$ cat config.mk
export PLATFORM = sky130hd
export DESIGN_NAME = sts_hash
export DESIGN_NICKNAME = d
export VERILOG_FILES = /design/src/hw/rtl/sts_pkg.sv /design/src/hw/rtl/sts_hash.sv
export SDC_FILE = /design/constraint.sdc
export NUM_CORES = 1
export LEC_CHECK = 0
export BUFFER_PORTS_ARGS = -buffer_cell sky130_fd_sc_hd__buf_4
export CAP_MARGIN = 30
export CORE_ASPECT_RATIO = 0.6
export CORE_MARGIN = 4
export CORE_UTILIZATION = 43
export CTS_CLUSTER_SIZE = 12
export DETAILED_ROUTE_END_ITERATION = 10
export PLACE_DENSITY = 0.85
export SYNTH_ARGS = -nofsm -noshare
export SYNTH_HDL_FRONTEND = slang
export SYNTH_SLANG_ARGS = --single-unit
$ cat constraint.sdc
create_clock -name i_clk -period 5.1 [get_ports i_clk]
set_input_delay 0.51 -clock i_clk [delete_from_list [all_inputs] [get_ports i_clk]]
set_output_delay 0.51 -clock i_clk [all_outputs]
set_load 0.02 [all_outputs]
$ cat src/hw/rtl/sts_pkg.sv
// ----------------------------------------------------------------------------
// sts_pkg
// Shared types, codes and default sizes of the sparse chunked tile store.
// ----------------------------------------------------------------------------
package sts_pkg;

    localparam int DEF_TILE_SHIFT      = 4;
    localparam int DEF_HEAD_ENTRIES    = 64;
    localparam int DEF_OVERFLOW_CHUNKS = 64;
    localparam int DEF_SAFE_MARGIN     = 256;

    localparam logic [1:0] ST_OK       = 2'd0;
    localparam logic [1:0] ST_ABSENT   = 2'd1;
    localparam logic [1:0] ST_FULL     = 2'd2;
    localparam logic [1:0] ST_RESERVED = 2'd3;

    localparam logic KIND_READ  = 1'b0;
    localparam logic KIND_WRITE = 1'b1;

    typedef enum logic [2:0] {
        S_IDLE,
        S_HASH,
        S_RD,
        S_CHK,
        S_CLAIM,
        S_FILL,
        S_CRD,
        S_DONE
    } t_state;

    // Status handed from the hash unit to the controller.
    typedef struct packed {
        logic done;
        logic reserved;
    } t_hash_sts;

    function automatic logic value_empty(input logic [31:0] v);
        value_empty = (v == 32'd1) || (v == 32'd3) || (v == 32'd4);
    endfunction

endpackage

$ cat src/hw/rtl/sts_hash.sv
// ----------------------------------------------------------------------------
// sts_hash
// Checks the chunk key against the reserved margin and reduces the key hash
// to a head entry, by a mask or by a reciprocal multiplication.
// ----------------------------------------------------------------------------
module sts_hash #(
    parameter int HEAD_ENTRIES = sts_pkg::DEF_HEAD_ENTRIES,
    parameter int SAFE_MARGIN  = sts_pkg::DEF_SAFE_MARGIN,
    parameter int SLOT_W       = $clog2(HEAD_ENTRIES)
) (
    input  logic                  i_clk,
    input  logic                  i_rst_n,
    input  logic                  i_start,
    input  logic [31:0]           i_cx,
    input  logic [31:0]           i_cy,
    input  logic [31:0]           i_cz,
    output sts_pkg::t_hash_sts    o_sts,
    output logic [SLOT_W-1:0]     o_slot
);

    localparam logic [31:0] KEY_LO = 32'(SAFE_MARGIN);
    localparam logic [31:0] KEY_HI = 32'hFFFF_FFFF - 32'(SAFE_MARGIN);
    localparam logic IS_POW2 = ((HEAD_ENTRIES & (HEAD_ENTRIES - 1)) == 0);
    // Rounded-up reciprocal: floor(h * RECIP / 2^RSH) is the exact quotient
    // for every 32-bit hash.
    localparam int RSH = 32 + SLOT_W;
    localparam logic [63:0] RECIP_FULL =
        ((64'd1 << RSH) + 64'(HEAD_ENTRIES) - 64'd1) / 64'(HEAD_ENTRIES);
    localparam logic [32:0] RECIP = RECIP_FULL[32:0];

    logic [31:0]       r_h;
    logic [31:0]       r_q;
    logic [SLOT_W-1:0] r_rem;
    logic              r_ph_q;
    logic              r_ph_r;
    logic              r_done;
    logic              r_rsv;

    logic [31:0]       hash;
    logic              rsv;
    logic [64:0]       prod;
    logic [31:0]       quot;
    logic [31:0]       diff;

    always_comb begin
        hash = 32'd19 * i_cx + 32'd7 * i_cy + 32'd3 * i_cz;
        rsv  = !((i_cx > KEY_LO) && (i_cx < KEY_HI) &&
                 (i_cy > KEY_LO) && (i_cy < KEY_HI) &&
                 (i_cz > KEY_LO) && (i_cz < KEY_HI));
        prod = 65'(r_h) * 65'(RECIP);
        quot = 32'(prod >> RSH);
        diff = r_h - 32'(r_q * 32'(HEAD_ENTRIES));
    end

    always_ff @(posedge i_clk) begin
        if (!i_rst_n) begin
            r_ph_q <= 1'b0;
            r_ph_r <= 1'b0;
            r_done <= 1'b0;
        end else begin
            // A power-of-two table takes the low hash bits at once.
            r_ph_q <= i_start && !(IS_POW2 || rsv);
            r_ph_r <= r_ph_q;
            r_done <= (i_start && (IS_POW2 || rsv)) || r_ph_r;
        end
    end

    always_ff @(posedge i_clk) begin
        if (i_start) begin
            r_rsv <= rsv;
            r_h   <= hash;
        end
        if (r_ph_q) begin
            r_q <= quot;
        end
        if (i_start) begin
            r_rem <= hash[SLOT_W-1:0];
        end else if (r_ph_r) begin
            r_rem <= diff[SLOT_W-1:0];
        end
    end

    assign o_sts.done     = r_done;
    assign o_sts.reserved = r_rsv;
    assign o_slot         = r_rem;

endmodule

==> impl_results.md <==
- Global-route wire length before repair: 7610 um
- Startpoint Class: input port
- Syn Inst Count: 173
- Die area: between 0.004 and 0.005 mm2
- Slowest cell on crit path: fa_1
- Crit share post-route: between 80% and 90%
- Num ports: 107
- DR vias: 1720
- Cell mode on critical path: fa_1
- Clock sinks: 8
- Final setup fails: 0
- Number of port buffers: approximately 110
- Post-detail-place hpwl: between 4000 and 5000 um
- Site Rows: 16
- Setup crit end kind: flip-flop
- DR WL/cell: 14.54 um
- Power Density: 290.1 mW/mm2
- Post-synth top flop: edfxtp_1
- CTS buffer count: 3
- Max-slew headroom: around two thirds
- Crit path buffers/inverters: 5
- Worst path max stage delay: ~0.55 ns
- Post-CTS Resized: 0
- Crit path max fanout: 3
- Leakage: 1.197 nW
- Synth area leaders: fa_1, ha_1, edfxtp_1
- Core area: 0.003383 mm2
- Hold Crit Class: in2reg
- Syn Area/Cell: 9.113 um2
- Nets: ~420
- Unrepaired setup endpoints after global routing: false
- Inserted Diodes: 0
- Period minus WS final: ~4.4 ns
- Synth area leader: fa_1
- Post-Syn Nets: 312
- Cell variety after synth: 25
- Top cell family by delay on the critical path: adder cells
- Gr usage total: 20.88%
- Sequence of cells on the critical path: buf_4 -> inv_1 -> fa_1 -> inv_1 -> fa_1 -> fa_1 -> inv_1 -> fa_1 -> inv_1 -> fa_1 -> ha_1 -> a21o_1 -> a21oi_1 -> xnor2_1 -> xnor2_1
- Mapped Area: between 0.0015 and 0.002 mm2
- Layout cells sized above 1: 38.79%
- Initial drt markers: between 40 and 50
- Peak ir drop on the vdd network: 221.8 uV
- Fmax: about 230 MHz
- Final Util: 72.67%
- Largest net degree at the start of global routing: 9
- Setup_tns: 0 ns
- Initial antenna violation count: 0
- Slew @ Worst Pin: 0.4845 ns
- Synthesis-to-finish area growth: 55.95%
- FF+latch count, synth: 8
- Die Ht: 54.90 um
- Clock Pin Slew Worst Setup and Hold Paths: 0.05 ns
- CTS HTree Levels: 1
- Synth top area share: 20.32%
- Non-Filler Cell Area, Final: 0.002459 mm2
- Die X: 86.17 um
- Starting Density: a little under half
- Placer congestion estimate: 0.8442
- Register area share after synthesis: 14.60%
- Max-cap violations: 0
- Postcts setup bufs: 0
- CTS max path bufs: 2
- CP Class: in2reg
- Initial DRT Pass Iterations: 4
- Worst endpoint required time: 5.07 ns
- Max Slew Vio Count: 0
- Placed Area: approximately 0.0024 mm2
- # hold bufs at CTS: 0
- Crit path DAT: 4.40 ns
- CTS tree: done
- Total gr overflow: 0
- Synth warnings: 0
- Final hold violation count: 0
- Synth async-reset ratio: 0%
- Via density: 5.276
- Drt drc: 0
- Clk root buf: clkbuf_8
- Post-synth EDFFs: 7
- Vias in the first global route: 1829
- Outcome: complete, no violations
- Post-route ant nets: 0
- Min Hold Slack: between 0.4 and 0.5 ns
- Final WL: 4741 um
==> final timing paths <==
kind  startpoint                  end  slack (ns)  depth (start not counted)
max      i_cy[1]  o_slot[5]$_DFFE_PP_        0.67                         15
min      i_rst_n    r_done$_SDFF_PN0_        0.50                          2
==> layout by cell type, fill, tap and decap left out, types with 2 or more instances in the layout <==
cell and n:
nand2_1 6, a21o_1 2, and4_1 2, a31oi_1 2, nand4_1 19, xnor2_1 14
o311ai_0 2, nor3_1 3, o22ai_1 2, nand3_1 6, xor2_1 2, ha_1 24
a21oi_1 2, inv_1 31, clkbuf_8 3, nor4_1 20, edfxtp_1 7, fa_1 16
nor2_1 5, buf_4 106
==> layer usage <==
metal | share of wire (%) | vias to the layer above | track usage, %
met3 | 13 | 2 | 6.953
li1 | - | 847 | -
met5 | 0 | - | 0
met4 | 0.13 | 0 | 2.332
met2 | 47 | 88 | 40.54
met1 | 40 | 783 | 23.66
==> kinds of logic (layout without fill, tap and decap cells) <==
logic type                 after synthesis  after routing  synth area share, %
adders and majority gates               40             40                39.37
and+or+nand+nor                         63             63                22.86
buffers and inverters                   33            141                8.333
xor gates and xnor gates                16             16                8.889
AOI/OAI and AO/OA                       13             13                5.952
DFF                                      8              8                14.60
==> cells in the mapped netlist (all sizes together) (2+ instances only) <==
cell and instances:
inv 31, ha 24, nor4 20, nand4 19
fa 16, xnor2 14, edfxtp 7, nand2 6
nand3 6, nor2 5, nor3 3, a21o 2
a21oi 2, a31oi 2, and4 2, buf 2
o22ai 2, o311ai 2, xor2 2
==> report_power, final <==
group / total (mW) / switching (mW) / leakage [nW] / internal (mW)
registers: 0.125 / 0.00654 / 0.0765 / 0.119
clock network: 0.0803 / 0.0260 / 0.0228 / 0.0543
logic: 0.507 / 0.248 / 1.10 / 0.260
==> area by class of cell <==
class,instances,area [um2]
fillers,265,924.6
well taps,45,56.30
multi-input cells,132,1215
inverters,31,116.4
repair buffers,106,795.8
flip-flops and latches,8,230.2
clock buffers,4,45.04
==> flip-flops by register name, summed over array words and instances (netlist names) <==
| register | count |
|---|---|
| o_slot | 6 |
| r_done | 1 |
| r_rsv | 1 |
==> through the flow <==
| step | std cells | worst slack (ns) | power [mW] |
|---|---|---|---|
| floorplan | 173 | 0.7315 | 0.4665 |
| global placement | 322 | 0.5533 | 0.6128 |
| detailed placement | 322 | 0.4179 | 0.6357 |
| CTS | 326 | 0.6602 | 0.7238 |
| global route | 326 | 0.5065 | 0.7852 |
| finish | 326 | 0.6709 | 0.7133 |
(Power assumes the default switching activity.)
